$ cat src/hdl/sstf_pkg.sv
// Shared types, codes and defaults for the SSTF disk request scheduler.
package sstf_pkg;

    // Default sizing
    localparam int DEF_QUEUE_DEPTH = 16;
    localparam int DEF_REQUESTERS  = 16;
    localparam int DEF_TRACK_BITS  = 16;

    // Fixed field widths on the ports
    localparam int REQ_W      = 4;
    localparam int TRACK_W    = 16;
    localparam int STATUS_W   = 3;
    localparam int LEFT_W     = 5;
    localparam int CFG_W      = 5;
    localparam int CFG_IDX_W  = 1;
    localparam int S_TDATA_W  = 24;  // requester + track, padded to bytes
    localparam int M_TDATA_W  = 32;  // requester + track + full + left, padded

    // Register reset values
    localparam logic [CFG_W-1:0] QUEUE_LIMIT_RST = 5'd16;

    // Configuration register indexes
    localparam logic [CFG_IDX_W-1:0] REG_QUEUE_LIMIT    = 1'b0;
    localparam logic [CFG_IDX_W-1:0] REG_INITIAL_ACTIVE = 1'b1;

    // Item kinds
    localparam logic OP_ISSUE   = 1'b0;
    localparam logic OP_SERVICE = 1'b1;

    // Result status codes
    typedef enum logic [STATUS_W-1:0] {
        ST_ISSUED   = 3'd0,
        ST_SERVED   = 3'd1,
        ST_FULL     = 3'd2,
        ST_BUSY     = 3'd3,
        ST_NOT_FULL = 3'd4
    } status_t;

    // Sequencer states
    typedef enum logic [2:0] {
        S_IDLE,
        S_SCAN,
        S_SHIFT,
        S_COMMIT,
        S_FINISH
    } state_t;

endpackage

$ cat src/hdl/sstf_entry_ram.sv
// Request queue storage: one write port, one registered read port.
module sstf_entry_ram #(
    parameter int DEPTH = 16,
    parameter int AW    = 4,
    parameter int DW    = 21
) (
    input  logic          aclk,
    input  logic          we,
    input  logic [AW-1:0] waddr,
    input  logic [DW-1:0] wdata,
    input  logic [AW-1:0] raddr,
    output logic [DW-1:0] rdata
);

    logic [DW-1:0] mem [DEPTH];

    // Write port
    always_ff @(posedge aclk) begin
        if (we) begin
            mem[waddr] <= wdata;
        end
    end

    // Registered read port
    always_ff @(posedge aclk) begin
        rdata <= mem[raddr];
    end

endmodule

$ cat src/hdl/sstf_seek_cmp.sv
// Shared seek distance unit: |track - head| and compare against the best so far.
module sstf_seek_cmp #(
    parameter int TW = 16
) (
    input  logic [TW-1:0] head,
    input  logic [TW-1:0] track,
    input  logic [TW-1:0] best_dist,
    input  logic          first,
    output logic [TW-1:0] distance,
    output logic          take
);

    // Absolute difference without overflow
    always_comb begin
        if (track >= head) begin
            distance = track - head;
        end else begin
            distance = head - track;
        end
    end

    // Strictly nearer wins; ties keep the older entry
    assign take = first || (distance < best_dist);

endmodule

$ cat src/hdl/sstf_disk_request_scheduler.sv
// Top level of the shortest-seek-time-first disk request scheduler.
//
// Usage:
//   Input stream (s_*): tuser carries the item kind (issue or service), tlast
//   marks a requester's final request, tdata carries requester and track.
//   Output stream (m_*): one result transfer per input transfer; tuser holds
//   the status code, tdata the served requester/track, full flag and the
//   active requester count.
//   Config channel (cfg_*): always ready; write only while the block is idle.
// Sequencing:
//   Issue and refused items go from idle straight to the finish state, which
//   loads the output register. Service: a scan (one queue entry read and compared
//   per cycle on the single distance comparator), then compaction of the queue
//   through the same memory port, then commit and output.
//   s_tready is high only in the idle state, so a new item is not taken until
//   the last one's result is in the output register, plus any output stall.
// Reset: clears the queue, head position, outstanding flags and the active
//   count, and restores queue_limit to 16 and initial_active to 0.
// Stall: the result sits in the output register while m_tready is low; the
//   next item is still accepted, and its result waits until the slot frees.
module sstf_disk_request_scheduler #(
    parameter int QUEUE_DEPTH = sstf_pkg::DEF_QUEUE_DEPTH,
    parameter int REQUESTERS  = sstf_pkg::DEF_REQUESTERS,
    parameter int TRACK_BITS  = sstf_pkg::DEF_TRACK_BITS
) (
    input  logic                           aclk,
    input  logic                           aresetn,
    // Input item stream
    input  logic                           s_tvalid,
    output logic                           s_tready,
    input  logic [sstf_pkg::S_TDATA_W-1:0] s_tdata,   // [3:0] requester, [19:4] track
    input  logic                           s_tuser,   // [0] op
    input  logic                           s_tlast,   // final_request
    // Result stream
    output logic                           m_tvalid,
    input  logic                           m_tready,
    // [3:0] served_requester, [19:4] served_track, [20] queue_full,
    // [25:21] requesters_left
    output logic [sstf_pkg::M_TDATA_W-1:0] m_tdata,
    output logic [sstf_pkg::STATUS_W-1:0]  m_tuser,   // [2:0] status
    // Configuration writes
    input  logic                           cfg_valid,
    output logic                           cfg_ready,
    input  logic [sstf_pkg::CFG_IDX_W-1:0] cfg_index,
    input  logic [sstf_pkg::CFG_W-1:0]     cfg_data
);

    import sstf_pkg::*;

    localparam int TW    = TRACK_BITS;
    localparam int CW    = $clog2(QUEUE_DEPTH + 1);
    localparam int AW    = (QUEUE_DEPTH > 1) ? $clog2(QUEUE_DEPTH) : 1;
    localparam int ACW   = $clog2(REQUESTERS + 1);
    localparam int RIW   = (REQUESTERS > 1) ? $clog2(REQUESTERS) : 1;
    localparam int LW_A  = (CW > ACW) ? CW : ACW;
    localparam int LW    = (LW_A > CFG_W) ? LW_A : CFG_W;
    localparam int RXW   = (RIW > REQ_W) ? RIW : REQ_W;
    localparam int ENT_W = REQ_W + TW + 1;

    // Control and state registers
    state_t              state_reg, state_next;
    logic [CFG_W-1:0]    queue_limit_reg, queue_limit_next;
    logic [ACW-1:0]      active_reg, active_next;
    logic [CW-1:0]       pending_reg, pending_next;
    logic [TW-1:0]       head_reg, head_next;
    logic [REQUESTERS-1:0] has_out_reg, has_out_next;

    // Scan and compaction sequencing
    logic [CW-1:0]       scan_idx_reg, scan_idx_next;
    logic                cmp_valid_reg, cmp_valid_next;
    logic [AW-1:0]       cmp_idx_reg, cmp_idx_next;
    logic [CW-1:0]       sh_idx_reg, sh_idx_next;
    logic                shw_valid_reg, shw_valid_next;
    logic [AW-1:0]       shw_idx_reg, shw_idx_next;

    // Best candidate
    logic [AW-1:0]       best_idx_reg, best_idx_next;
    logic [TW-1:0]       best_d_reg, best_d_next;
    logic [REQ_W-1:0]    best_req_reg, best_req_next;
    logic [TW-1:0]       best_trk_reg, best_trk_next;
    logic                best_last_reg, best_last_next;

    // Result staging and output register
    status_t             status_reg, status_next;
    logic [REQ_W-1:0]    res_req_reg, res_req_next;
    logic [TW-1:0]       res_trk_reg, res_trk_next;
    logic                m_tvalid_reg, m_tvalid_next;
    logic [M_TDATA_W-1:0] m_tdata_reg, m_tdata_next;
    logic [STATUS_W-1:0] m_tuser_reg, m_tuser_next;

    // Memory port
    logic                ram_we;
    logic [AW-1:0]       ram_waddr;
    logic [ENT_W-1:0]    ram_wdata;
    logic [AW-1:0]       ram_raddr;
    logic [ENT_W-1:0]    ram_rdata;

    // Decoded input and misc
    logic                s_xfer, m_xfer, cfg_xfer;
    logic [REQ_W-1:0]    in_req;
    logic [TW-1:0]       in_trk;
    logic [RXW-1:0]      in_req_ext;
    logic [RIW-1:0]      in_req_idx;
    logic                in_req_ok;
    logic [LW-1:0]       limit;
    logic                queue_full;
    logic                scan_done;
    logic                shift_done;
    logic                out_free;
    logic [REQ_W-1:0]    rd_req;
    logic [TW-1:0]       rd_trk;
    logic                rd_last;
    logic [TW-1:0]       seek_dist;
    logic                seek_take;
    logic [RXW-1:0]      best_req_ext;
    logic                best_req_ok;

    // Handshakes
    assign s_tready  = (state_reg == S_IDLE);
    assign cfg_ready = 1'b1;
    assign s_xfer    = s_tvalid && s_tready;
    assign m_xfer    = m_tvalid_reg && m_tready;
    assign cfg_xfer  = cfg_valid && cfg_ready;
    assign out_free  = !m_tvalid_reg || m_tready;

    // Input field decode
    assign in_req     = s_tdata[REQ_W-1:0];
    assign in_trk     = TW'(s_tdata[REQ_W +: TRACK_W]);
    assign in_req_ext = RXW'(in_req);
    assign in_req_idx = in_req_ext[RIW-1:0];
    assign in_req_ok  = (LW'(in_req) < LW'(REQUESTERS));

    assign best_req_ext = RXW'(best_req_reg);
    assign best_req_ok  = (LW'(best_req_reg) < LW'(REQUESTERS));

    // Full condition: pending reaches min(limit, depth, active)
    always_comb begin
        limit = LW'(queue_limit_reg);
        if (LW'(QUEUE_DEPTH) < limit) begin
            limit = LW'(QUEUE_DEPTH);
        end
        if (LW'(active_reg) < limit) begin
            limit = LW'(active_reg);
        end
    end
    assign queue_full = (LW'(pending_reg) >= limit);

    // Entry unpack
    assign rd_req  = ram_rdata[REQ_W-1:0];
    assign rd_trk  = ram_rdata[REQ_W +: TW];
    assign rd_last = ram_rdata[ENT_W-1];

    assign scan_done  = cmp_valid_reg && (CW'(cmp_idx_reg) == (pending_reg - CW'(1)));
    assign shift_done = (sh_idx_reg >= pending_reg) && !shw_valid_reg;

    // Shared distance comparator
    sstf_seek_cmp #(
        .TW (TW)
    ) u_seek_cmp (
        .head      (head_reg),
        .track     (rd_trk),
        .best_dist (best_d_reg),
        .first     (cmp_idx_reg == '0),
        .distance  (seek_dist),
        .take      (seek_take)
    );

    // Queue storage
    sstf_entry_ram #(
        .DEPTH (QUEUE_DEPTH),
        .AW    (AW),
        .DW    (ENT_W)
    ) u_entry_ram (
        .aclk  (aclk),
        .we    (ram_we),
        .waddr (ram_waddr),
        .wdata (ram_wdata),
        .raddr (ram_raddr),
        .rdata (ram_rdata)
    );

    // Next state
    always_comb begin
        state_next = state_reg;
        unique case (state_reg)
            S_IDLE: begin
                if (s_xfer) begin
                    if (s_tuser == OP_SERVICE && pending_reg != '0 && queue_full) begin
                        state_next = S_SCAN;
                    end else begin
                        state_next = S_FINISH;
                    end
                end
            end
            S_SCAN: begin
                if (scan_done) begin
                    state_next = S_SHIFT;
                end
            end
            S_SHIFT: begin
                if (shift_done) begin
                    state_next = S_COMMIT;
                end
            end
            S_COMMIT: begin
                state_next = S_FINISH;
            end
            S_FINISH: begin
                if (out_free) begin
                    state_next = S_IDLE;
                end
            end
            default: begin
                state_next = S_IDLE;
            end
        endcase
    end

    // Datapath and memory control
    always_comb begin
        queue_limit_next = queue_limit_reg;
        active_next      = active_reg;
        pending_next     = pending_reg;
        head_next        = head_reg;
        has_out_next     = has_out_reg;
        scan_idx_next    = scan_idx_reg;
        cmp_valid_next   = cmp_valid_reg;
        cmp_idx_next     = cmp_idx_reg;
        sh_idx_next      = sh_idx_reg;
        shw_valid_next   = shw_valid_reg;
        shw_idx_next     = shw_idx_reg;
        best_idx_next    = best_idx_reg;
        best_d_next      = best_d_reg;
        best_req_next    = best_req_reg;
        best_trk_next    = best_trk_reg;
        best_last_next   = best_last_reg;
        status_next      = status_reg;
        res_req_next     = res_req_reg;
        res_trk_next     = res_trk_reg;
        m_tvalid_next    = m_tvalid_reg;
        m_tdata_next     = m_tdata_reg;
        m_tuser_next     = m_tuser_reg;
        ram_we           = 1'b0;
        ram_waddr        = pending_reg[AW-1:0];
        ram_wdata        = {s_tlast, in_trk, in_req};
        ram_raddr        = scan_idx_reg[AW-1:0];

        if (m_xfer) begin
            m_tvalid_next = 1'b0;
        end

        unique case (state_reg)
            S_IDLE: begin
                if (s_xfer) begin
                    res_req_next = '0;
                    res_trk_next = '0;
                    if (s_tuser == OP_ISSUE) begin
                        // Insert at the tail unless full, requester out of range or busy
                        if (queue_full || pending_reg >= CW'(QUEUE_DEPTH)) begin
                            status_next = ST_FULL;
                        end else if (!in_req_ok || has_out_reg[in_req_idx]) begin
                            status_next = ST_BUSY;
                        end else begin
                            ram_we                   = 1'b1;
                            pending_next             = pending_reg + CW'(1);
                            has_out_next[in_req_idx] = 1'b1;
                            status_next              = ST_ISSUED;
                        end
                    end else if (pending_reg == '0 || !queue_full) begin
                        status_next = ST_NOT_FULL;
                    end else begin
                        scan_idx_next  = '0;
                        cmp_valid_next = 1'b0;
                    end
                end
            end
            S_SCAN: begin
                // Read one entry per cycle, compare the one read last cycle
                if (scan_idx_reg < pending_reg) begin
                    scan_idx_next  = scan_idx_reg + CW'(1);
                    cmp_valid_next = 1'b1;
                    cmp_idx_next   = scan_idx_reg[AW-1:0];
                end else begin
                    cmp_valid_next = 1'b0;
                end
                if (cmp_valid_reg && seek_take) begin
                    best_idx_next  = cmp_idx_reg;
                    best_d_next    = seek_dist;
                    best_req_next  = rd_req;
                    best_trk_next  = rd_trk;
                    best_last_next = rd_last;
                end
                if (scan_done) begin
                    sh_idx_next    = CW'(best_idx_next) + CW'(1);
                    shw_valid_next = 1'b0;
                end
            end
            S_SHIFT: begin
                // Compact: move entry i+1 down to i, one per cycle
                ram_raddr = sh_idx_reg[AW-1:0];
                if (sh_idx_reg < pending_reg) begin
                    sh_idx_next    = sh_idx_reg + CW'(1);
                    shw_valid_next = 1'b1;
                    shw_idx_next   = AW'(sh_idx_reg - CW'(1));
                end else begin
                    shw_valid_next = 1'b0;
                end
                if (shw_valid_reg) begin
                    ram_we    = 1'b1;
                    ram_waddr = shw_idx_reg;
                    ram_wdata = ram_rdata;
                end
            end
            S_COMMIT: begin
                pending_next = pending_reg - CW'(1);
                head_next    = best_trk_reg;
                if (best_req_ok) begin
                    has_out_next[best_req_ext[RIW-1:0]] = 1'b0;
                end
                if (best_last_reg && active_reg != '0) begin
                    active_next = active_reg - ACW'(1);
                end
                status_next  = ST_SERVED;
                res_req_next = best_req_reg;
                res_trk_next = best_trk_reg;
            end
            S_FINISH: begin
                if (out_free) begin
                    m_tvalid_next = 1'b1;
                    m_tuser_next  = status_reg;
                    m_tdata_next  = M_TDATA_W'({LEFT_W'(active_reg), queue_full,
                                                TRACK_W'(res_trk_reg), res_req_reg});
                end
            end
            default: begin
            end
        endcase

        // Configuration writes
        if (cfg_xfer) begin
            unique case (cfg_index)
                REG_QUEUE_LIMIT: begin
                    queue_limit_next = cfg_data;
                end
                REG_INITIAL_ACTIVE: begin
                    if (LW'(cfg_data) > LW'(REQUESTERS)) begin
                        active_next = ACW'(REQUESTERS);
                    end else begin
                        active_next = ACW'(cfg_data);
                    end
                end
                default: begin
                end
            endcase
        end
    end

    // Control registers
    always_ff @(posedge aclk) begin
        if (!aresetn) begin
            state_reg       <= S_IDLE;
            queue_limit_reg <= QUEUE_LIMIT_RST;
            active_reg      <= '0;
            pending_reg     <= '0;
            head_reg        <= '0;
            has_out_reg     <= '0;
            cmp_valid_reg   <= 1'b0;
            shw_valid_reg   <= 1'b0;
            m_tvalid_reg    <= 1'b0;
        end else begin
            state_reg       <= state_next;
            queue_limit_reg <= queue_limit_next;
            active_reg      <= active_next;
            pending_reg     <= pending_next;
            head_reg        <= head_next;
            has_out_reg     <= has_out_next;
            cmp_valid_reg   <= cmp_valid_next;
            shw_valid_reg   <= shw_valid_next;
            m_tvalid_reg    <= m_tvalid_next;
        end
    end

    // Payload registers
    always_ff @(posedge aclk) begin
        scan_idx_reg  <= scan_idx_next;
        cmp_idx_reg   <= cmp_idx_next;
        sh_idx_reg    <= sh_idx_next;
        shw_idx_reg   <= shw_idx_next;
        best_idx_reg  <= best_idx_next;
        best_d_reg    <= best_d_next;
        best_req_reg  <= best_req_next;
        best_trk_reg  <= best_trk_next;
        best_last_reg <= best_last_next;
        status_reg    <= status_next;
        res_req_reg   <= res_req_next;
        res_trk_reg   <= res_trk_next;
        m_tdata_reg   <= m_tdata_next;
        m_tuser_reg   <= m_tuser_next;
    end

    assign m_tvalid = m_tvalid_reg;
    assign m_tdata  = m_tdata_reg;
    assign m_tuser  = m_tuser_reg;

endmodule
$ cat config.mk
export PLATFORM = sky130hd
export DESIGN_NAME = sstf_disk_request_scheduler
export DESIGN_NICKNAME = d
export VERILOG_FILES = /design/src/hdl/sstf_pkg.sv /design/src/hdl/sstf_entry_ram.sv /design/src/hdl/sstf_seek_cmp.sv /design/src/hdl/sstf_disk_request_scheduler.sv
export SDC_FILE = /design/constraint.sdc
export NUM_CORES = 1
export LEC_CHECK = 0
export BUFFER_PORTS_ARGS = -buffer_cell sky130_fd_sc_hd__clkbuf_2
export CORE_ASPECT_RATIO = 1.5
export CORE_MARGIN = 2
export CORE_UTILIZATION = 28
export DETAILED_ROUTE_END_ITERATION = 6
export SLEW_MARGIN = 20
export SYNTH_ARGS = -nofsm -noshare
export SYNTH_HDL_FRONTEND = slang
export SYNTH_SLANG_ARGS = --single-unit
export TNS_END_PERCENT = 100
$ cat constraint.sdc
create_clock -name aclk -period 11.9 [get_ports aclk]
set_input_delay 0.595 -clock aclk [delete_from_list [all_inputs] [get_ports aclk]]
set_output_delay 0.595 -clock aclk [all_outputs]
set_load 0.05 [all_outputs]
After elaboration in Yosys (flattened, before gate mapping):

Memory sizes are Yosys's and may differ from the RTL's. A register that Yosys moved wholly into a read port is not among the register bits.
Cells that the tools add are included.
Widths: inputs -> output; s select.

* register bits after elaboration: 164
* RAM bits: 336
* input bits: 37
* output and inout port bits: 38
* logic and storage cells: 180
* memories: 1

* $add $sub $neg: 9
* magnitude comparators: 14
* equal/unequal tests: 17
* mux-type cells: 74
* bitwise logic cells: 4
* reduce and logical (&&, ||, !) cells: 38

Memories
* u_entry_ram.mem: words 16, bits a word 21, read ports 1, clocked after Yosys merged registers in 1, write ports 1, RTL line sstf_entry_ram.sv:15 `logic [DW-1:0] mem [DEPTH];`

Operators by type and width (count)
* $mux 16: 6
* $mux 5: 17
* $pmux 16 s2: 2
* $mux 21: 2
* $sub 16x16->16: 2
* $pmux 5 s2: 3
* $mux 3: 8
* $mux 4: 6
* $mux 1: 19
* $ne 2x2->1 const B: 9
* $and 16x16->16: 1
* $ge 16x16->1: 1
* $lt 16x16->1: 1
* $not 16->16: 1
* $or 16x16->16: 1
* $add 5x1->5 const B: 3
* $lt 5x5->1: 3
* $pmux 3 s5: 1
* $reduce_and 2->1: 7
* $ge 5x5->1: 2
* $logic_and 1x1->1: 10
* $lt 4x5->1 const B: 2
* $reduce_and 5->1: 2
* $reduce_bool 5->1: 2
* other kinds (28): 45

Logic depth before layout (Yosys ltp):

Gate-level depths: netlist (run 1).

* word-level depth: 12
* gate-level depth with buffers: 25
* gate-level depth less buffers: 24

Hierarchy:

Synthesis (run 1) repeated with hierarchy kept, for this count alone.

* cell total of the unflattened synthesis: 1457
* area total of the unflattened synthesis: 22643.0 um^2

Modules (own cells, without submodules)
* sstf_entry_ram: times used 1, cells each 557, area each 13277.7 um^2, sequential area each 10510.1 um^2
* sstf_disk_request_scheduler: times used 1, cells each 632, area each 7449.6 um^2, sequential area each 4394.2 um^2
* sstf_seek_cmp: times used 1, cells each 268, area each 1915.6 um^2, sequential area each 0.0 um^2

Worst setup path after synthesis (run 1):

Ideal clock, no wire load.

* kind: register to register
* from: reg u_entry_ram.rdata[4], read port of u_entry_ram.mem
* to: reg best_d_reg[0], enable pin
* library setup time: 0.444 ns
* arrival: 5.329 ns
* required time: 11.456 ns
* slack: 6.127 ns
* stages on the path, launching flop included: 19
* path buffers: 0
* period minus slack after synthesis: 5.773 ns
* cells stage by stage: dfxtp_1 inv_1 ha_1 inv_1 fa_1 a211oi_1 o211ai_1 and2_1 o21ai_1 nand2_1 a222oi_1 o2111ai_1 xor2_1 ha_1 nand2_1 o2111ai_1 a21oi_1 o21ai_1 a21oi_1

* cells in the longest elaborated chain, start to end: 6
* elaborated cells on any way between the ends: 8
* those cells by class: add/sub (2); order compare (2); mux (1); reduce/logical (3)

RTL lines
* from (decl): RTL line sstf_entry_ram.sv:12 `output logic [DW-1:0] rdata`
* $sub 16x16->16, or another cell as far along: RTL line sstf_seek_cmp.sv:18 `distance = head - track;`
* $mux 16 (*): RTL line sstf_seek_cmp.sv:15 `if (track >= head) begin`
* via seek_dist[14]: RTL line sstf_disk_request_scheduler.sv:113 `logic [TW-1:0] seek_dist;`
* $lt 16x16->1 (*): RTL line sstf_seek_cmp.sv:23 `assign take = first || (distance < best_dist);`
* $logic_or 1x1->1 (*): RTL line sstf_seek_cmp.sv:23
* $logic_and 1x1->1 (*): RTL line sstf_disk_request_scheduler.sv:286 `if (cmp_valid_reg && seek_take) begin`
* $reduce_and 2->1 (no source line) (*)
* to (signal assigned): RTL line sstf_disk_request_scheduler.sv:390 `best_d_reg <= best_d_next;`
* to (decl): RTL line sstf_disk_request_scheduler.sv:78 `logic [TW-1:0] best_d_reg, best_d_next;`

The timed path passes the listed nets; every way through them passes the cells marked *.
A chain may end at the register's enable or synchronous reset.

Worst setup path after layout (run 1):

* from: reg u_entry_ram.rdata[4], read port of u_entry_ram.mem
* to: reg sh_idx_reg[4], data pin

* cells in the longest elaborated chain, start to end: 10
* elaborated cells on any way between the ends: 12
* those cells by class: add/sub (3); order compare (2); mux (5); reduce/logical (2)

RTL lines
* $sub 16x16->16, or another cell as far along: RTL line sstf_seek_cmp.sv:18
* $mux 16 (*): RTL line sstf_seek_cmp.sv:15
* via seek_dist[14]: RTL line sstf_disk_request_scheduler.sv:113
* $lt 16x16->1 (*): RTL line sstf_seek_cmp.sv:23
* $logic_or 1x1->1 (*): RTL line sstf_seek_cmp.sv:23
* $logic_and 1x1->1 (*): RTL line sstf_disk_request_scheduler.sv:286
* $mux 4 (*): RTL line sstf_disk_request_scheduler.sv:286
* $mux 4 (*): RTL line sstf_disk_request_scheduler.sv:252 `unique case (state_reg)`
* $add 4x1->5 (*): RTL line sstf_disk_request_scheduler.sv:294 `sh_idx_next = CW'(best_idx_next) + CW'(1);`
* $mux 5 (*): RTL line sstf_disk_request_scheduler.sv:293 `if (scan_done) begin`
* $pmux 5 s2 (*): RTL line sstf_disk_request_scheduler.sv:252
* via sh_idx_next[4]: RTL line sstf_disk_request_scheduler.sv:72 `logic [CW-1:0] sh_idx_reg, sh_idx_next;`
* to (signal assigned): RTL line sstf_disk_request_scheduler.sv:387 `sh_idx_reg <= sh_idx_next;`
* to (decl): RTL line sstf_disk_request_scheduler.sv:72

The timed path passes the listed nets; every way through them passes the cells marked *. The select of a mux whose other input is x is not followed.

==> flow_summary.yaml, run 1 <==
layout:
  multi_input_comb_area_um2: 7223
  fin_area_um2: 25800
  fillers: 7869
  largest_reg_flops: 336
  layout-drive-gt1-share: 0.1774
  ff_latch_area_um2: 14900
  layout.nets: 1731
  syn_to_final_growth_pct: 13.94
  antenna_cells: 0
sta:
  layout_min_cycle_time_ps: 6772
  hold-worst-slack_ps: 312.5
  timing_hold_violations_final: 0
  period_share: 0.5691
  tns_ps: 0
  setup_viol: 0
  slew_headroom: 0.2543
  fmax_mhz: 147.7
  finalMaxSlewViolations: 0
  layout_setup_ws_ps: 5128
  tightest_slew_ps: 1116
  fin_worst_skew_ps: 14.88
  grt_setup_unrepaired: "false"
worst_setup_path:
  worstSetupPathType: "reg2reg"
  cp_data_arrival_time_ps: 7090
  critPathRequiredTime_ps: 12220
  ff2ff_setup_slack_ps: 5130
  crit_path_end_kind: "flip-flop"
  path_max_fanout: 9
  startpoint_type: "flip-flop"
logic_synthesis:
  avgSynthCellArea_um2: 14.64
  async_flop_share: 0
  yosysSeqAreaShare: 0.6582
  netlist_instances: 1547
  synth_edf_count: 447
  synth_ff_type: "edfxtp_1"
  synth_largest_area_cell: "edfxtp_1"
  synthTopCellsByArea: "edfxtp_1, mux4_2, dfxtp_1"
  yosys-top-cells-count: "edfxtp_1, nand2_1, mux4_2"
  synth_most_common_cell: "edfxtp_1"
  synth-seq-cells: 521
  yosys_warnings: 0
  syn_area_um2: 22640
  ys_types: 67
  synth_top_area_share: 0.5928
detailed_routing:
  wl_um: 52480
  drtPass1Iterations: 5
  drt_iter0_drc: 974
  ant_nets: 0
  drc_errors: 0
  wire_per_inst_um: 19.52
  viasPerCell: 4.839
  via_count: 13010
global_routing:
  grt_use_total: 0.1262
  grt_pass1_vias: 13660
  grt_pass1_wl_um: 81320
  antenna_found_initial: 2
  grt-ovfl-total: 0
  grt_max_degree: 85
placement:
  portBuffers: 63
  placed_area_um2: 24330
  gp_congestion: 0.8543
  pre_cts_ws_ps: 5242
  hpwl_um: 33440
clock_tree:
  cts_hold_buffers: 0
  cts_made_buffers: 44
  path_clk_slew_ps: 70
  cts-resized-gates: 0
  clockRootBuffer: "clkbuf_16"
  h-tree-depth: 2
  clk_path_buf_depth: 3
  cts_setup_buffers: 0
  clkSinkCount: 521
  clk_latency_ps: 570
  cts_tree: "built"
floorplan:
  die_width_um: 236.2
  initial_core_util: 0.2827
  die_y_um: 352.3
  ios: 75
  die-area_um2: 83210
  core_area_um2: 80090
  rows: 127
pwr:
  finalPower_w: 0.003628
  clkPwrFrac: 0.404
  combPwrFrac: 0.043
  power_switching_share: 0.2096
  internal-power_w: 0.002867
  leakagePower_nw: 8.907
  p_sw_w: 0.0007606
  irDropWorstVdd_uv: 100.6
  p_per_area_nw_per_um2: 140.6
  p_seq_frac: 0.553
min_path:
  worst_hold_path_type: "in2reg"
run:
  drv_cap: 0
outcome:
  status: "finished, final reports clean"
==> cell usage in the layout, fill, tap and decap left out, types with 7 or more instances in the layout <==
cell type	n
a211oi_1	24
a21o_1	15
a21oi_1	50
a31oi_1	31
and2_1	60
buf_4	40
clkbuf_1	14
clkbuf_16	46
clkbuf_2	62
conb_1	7
dfxtp_1	74
edfxtp_1	447
ha_1	70
inv_1	75
mux2i_1	19
mux4_2	87
nand2_1	142
nand2b_1	11
nand3_1	19
nand4_1	8
nor2_1	54
nor2_2	17
nor2b_1	21
nor3_1	8
nor3b_1	10
o211ai_1	7
o21a_1	22
o21ai_0	56
o21ai_1	10
xnor2_1	23
xor2_1	11
==> final timing paths <==
path | from | endpoint | cells after the start
worst max-delay path | u_entry_ram.rdata[4] | sh_idx_reg[4] | 24
worst max register to register | u_entry_ram.rdata[4] | sh_idx_reg[4] | 24
worst min register to register | res_trk_reg[13] | m_tdata[17] | 0
worst min-delay path | cfg_data[2] | queue_limit_reg[2] | 3
==> stage by stage <==
| stage | util | std cells |
|---|---|---|
| after floorplan | - | 1552 |
| after global placement | 0.3038 | 2606 |
| after detailed placement | 0.3038 | 2606 |
| after CTS | 0.3219 | 2687 |
| after global routing | 0.3221 | 2689 |
| final | 0.3221 | 2689 |
==> area by class of cell <==
type                       instances  area share
sequential                       521      0.5777
multi-input combinational        875      0.2800
tap                             1032     0.05005
clock buffer                      63     0.04826
timing repair buffer             105     0.02493
inverter                          75     0.01091
clock inverter                    18    0.008148
==> metal layers <==
metal	global-route usage	vias to the layer above	share of wire
li1	-	5992	-
met1	0.1417	6620	0.38
met2	0.2422	306	0.55
met3	0.01612	89	0.040
met4	0.04430	4	0.029
met5	0	-	0.00038
==> power by group through the flow <==
stage	combinational, W	clock, W	sequential [W]
after floorplan	0.0000903	0	0.00206
after global placement	0.000152	0	0.00205
after detailed placement	0.000156	0	0.00205
after CTS	0.000156	0.00150	0.00201
after global routing	0.000171	0.00157	0.00201
final	0.000156	0.00146	0.00201
==> critical path, cell delays in order (launching register included) <==
cell and delay, ps:
dfxtp_1 330, inv_1 70, ha_1 250, inv_1 80, fa_1 410, a211oi_1 490
o211ai_1 190, and2_1 180, o21ai_1 720, nand2_1 360, a222oi_1 400, o2111ai_1 190
xor2_1 190, ha_1 300, nand2_1 70, nor2_1 160, nand2_1 70, o21ai_1 690
mux2i_1 440, mux2i_1 180, inv_1 100, ha_1 180, o21ai_0 90, nor3b_1 250
xnor2_1 100
==> kinds of logic (layout without fill, tap and decap cells) <==
kind of cell,count (synthesis),in the layout,share of synthesized area
other cells,2,7,0.0003317
fa+ha+maj,72,72,0.04045
flops,521,521,0.6582
buf+inv,156,261,0.02857
xor+xnor,34,34,0.01315
simple gates,375,375,0.08140
compound gates,271,271,0.07681
mux,116,116,0.1011
Power figures use the tool's default switching activity.
==> run 2, diff against run 1 <==
ABC_AREA = 1   (was default)
clock period = 6.95 ns   (was 11.9 ns; I/O delays follow)
==> run 2 against run 1 <==
Clock skew is 5.8 ps higher. Power is 110% higher. Critical path depth is 2 lower. Flip-flop and latch count stayed put. Clock power is 92% higher. Maximum frequency is 24% higher. Synthesized cell count is 27% higher. Largest power group unchanged.
==> flow_summary.yaml, run 2 <==
worst_setup_path:
  critical_path.cell_chain: "inv_1, ha_1, inv_1, fa_1, a21oi_1, o21ai_1, nand2_1, nand3_2, o21ai_0, xor2_1, inv_1, ha_1, a21oi_1, nand2_1, nand2_1, nand2_1, nand2_1, nand2_1, nand2_1, nand2_1, nor2_4, buf_4"
  ff2ff_path_depth: 22
  ff2ff_setup_slack_ps: 1470
  crit_buf_inv: 4
  critPathRequiredTime_ps: 7220
  cp_data_arrival_time_ps: 5750
  path_max_fanout: 25
  critPathLaunch: "u_entry_ram.rdata[4]"
  startpoint_type: "flip-flop"
  crit_path_end_kind: "flip-flop"
  max_stage_delay_ps: 630
  r2r_start: "u_entry_ram.rdata[4]"
  cp_top_family: "simple AND/OR/NAND/NOR gates"
  cp_slowest_cell: "nor2_4"
  r2r-end: "best_trk_reg[10]"
  cp_common_cell: "nand2_1"
  worstSetupPathType: "reg2reg"
sta:
  tightest_slew_ps: 1111
  setup_viol: 0
  slew_headroom: 0.2595
  layout_setup_ws_ps: 1467
  hold-worst-slack_ps: 60.87
  finalMaxSlewViolations: 0
  period_share: 0.7889
  timing_hold_violations_final: 0
  fmax_mhz: 182.4
  tns_ps: 0
  layout_min_cycle_time_ps: 5483
  grt_setup_unrepaired: "false"
  fin_worst_skew_ps: 20.68
min_path:
  min_from: "cfg_data[1]"
  worst_hold_path_type: "in2reg"
  hold_depth: 3
  worstHoldEndpoint: "queue_limit_reg[1]"
floorplan:
  die_width_um: 237.9
  die-area_um2: 84380
  rows: 128
  initial_core_util: 0.2829
  ios: 75
  core_area_um2: 81200
  die_y_um: 354.8
layout:
  ff_latch_area_um2: 14900
  fin_area_um2: 26240
  multi_input_comb_area_um2: 6962
  final_cell_mix: "edfxtp_1, nand2_1, inv_1"
  layout-drive-gt1-share: 0.1133
  largest_reg_flops: 336
  fillers: 7993
  syn_to_final_growth_pct: 14.24
  layout.nets: 2144
  antenna_cells: 0
  layout_commonest_cell: "edfxtp_1"
  utilization: 0.3231
detailed_routing:
  via_count: 15090
  ant_nets: 0
  viasPerCell: 4.845
  wire_per_inst_um: 18.84
  drc_errors: 0
  drtPass1Iterations: 5
  drt_iter0_drc: 1076
  wl_um: 58660
placement:
  gp_congestion: 0.8958
  portBuffers: 63
  placed_area_um2: 24560
  pre_cts_ws_ps: 1428
  hpwl_um: 37560
logic_synthesis:
  ys_types: 54
  synth_edf_count: 447
  yosys-top-cells-count: "edfxtp_1, nand2_1, inv_1"
  synth_most_common_cell: "edfxtp_1"
  yosys_warnings: 0
  synth_top_area_share: 0.5844
  yosysSeqAreaShare: 0.6489
  netlist_instances: 1962
  avgSynthCellArea_um2: 11.71
  synthTopCellsByArea: "edfxtp_1, dfxtp_1, nand2_1"
  synth-seq-cells: 521
  syn_area_um2: 22970
  synth_ff_type: "edfxtp_1"
  async_flop_share: 0
  synth_largest_area_cell: "edfxtp_1"
global_routing:
  grt-ovfl-total: 0
  grt_max_degree: 170
  grt_use_total: 0.1365
  grt_pass1_vias: 15170
  antenna_found_initial: 0
  grt_pass1_wl_um: 88930
clock_tree:
  clk_path_buf_depth: 3
  cts-resized-gates: 0
  cts_setup_buffers: 0
  path_clk_slew_ps: 70
  cts_made_buffers: 47
  clockRootBuffer: "clkbuf_16"
  cts_tree: "built"
  h-tree-depth: 2
  clkSinkCount: 521
  cts_hold_buffers: 1
  clk_latency_ps: 600
pwr:
  p_per_area_nw_per_um2: 286.9
  leakagePower_nw: 9.708
  irDropWorstVdd_uv: 159.1
run:
  drv_cap: 0
outcome:
  status: "finished, final reports clean"
run 2: worst max path at each step:
stage	end	slack (ps)	cells past startpoint
after floorplan	best_d_reg[0]	2070	24
after global placement	best_trk_reg[10]	1460	22
after detailed placement	best_trk_reg[9]	1430	22
after CTS	best_trk_reg[9]	1400	22
after global routing	best_trk_reg[10]	1060	24
final	best_trk_reg[10]	1470	22
run 2: stage by stage:
step / power [W] / std cells
6_report: 0.007527 / 3114
5_1_grt: 0.007847 / 3114
4_1_cts: 0.007603 / 3114
3_5_place_dp: 0.004802 / 3025
3_3_place_gp: 0.004776 / 3025
2_1_floorplan: 0.004452 / 1967
run 2: cells by family after synthesis:
logic type	share of synthesized area
muxes	0.03312
and+or+nand+nor	0.09953
buffers and inverters	0.05251
DFF	0.6489
xor gates and xnor gates	0.01258
other	0.0003270
adders and majority gates	0.03988
AOI/OAI and AO/OA	0.1131
run 2: worst register-to-register path, delay by kind of cell (launching register included):
family          cells  cell delay, ps
compound gates      4            1070
xor+xnor            1             260
fa+ha+maj           3             930
buf+inv             4             690
flops               1             330
simple gates       10            1880
run 2: area by class of cell:
type	count	area share
sequential	521	0.5680
multi-input combinational	1163	0.2653
tap	1040	0.04959
clock buffer	57	0.04783
inverter	195	0.02818
timing repair buffer	107	0.02532
clock inverter	31	0.01574
run 2: where the power goes:
group | internal (W) | switching, W | total [W]
logic | 0.000332 | 0.000799 | 0.00113
clock network | 0.00161 | 0.00119 | 0.00280
registers | 0.00354 | 0.0000597 | 0.00360
total | 0.00547 | 0.00205 | 0.00753
run 2: metal layers:
layer	up-vias	routed length (µm)	track usage
met5	-	0	0
met1	7389	22870	0.1518
li1	7180	-	-
met3	117	2258	0.01621
met2	401	31390	0.2604
met4	0	2140	0.05673
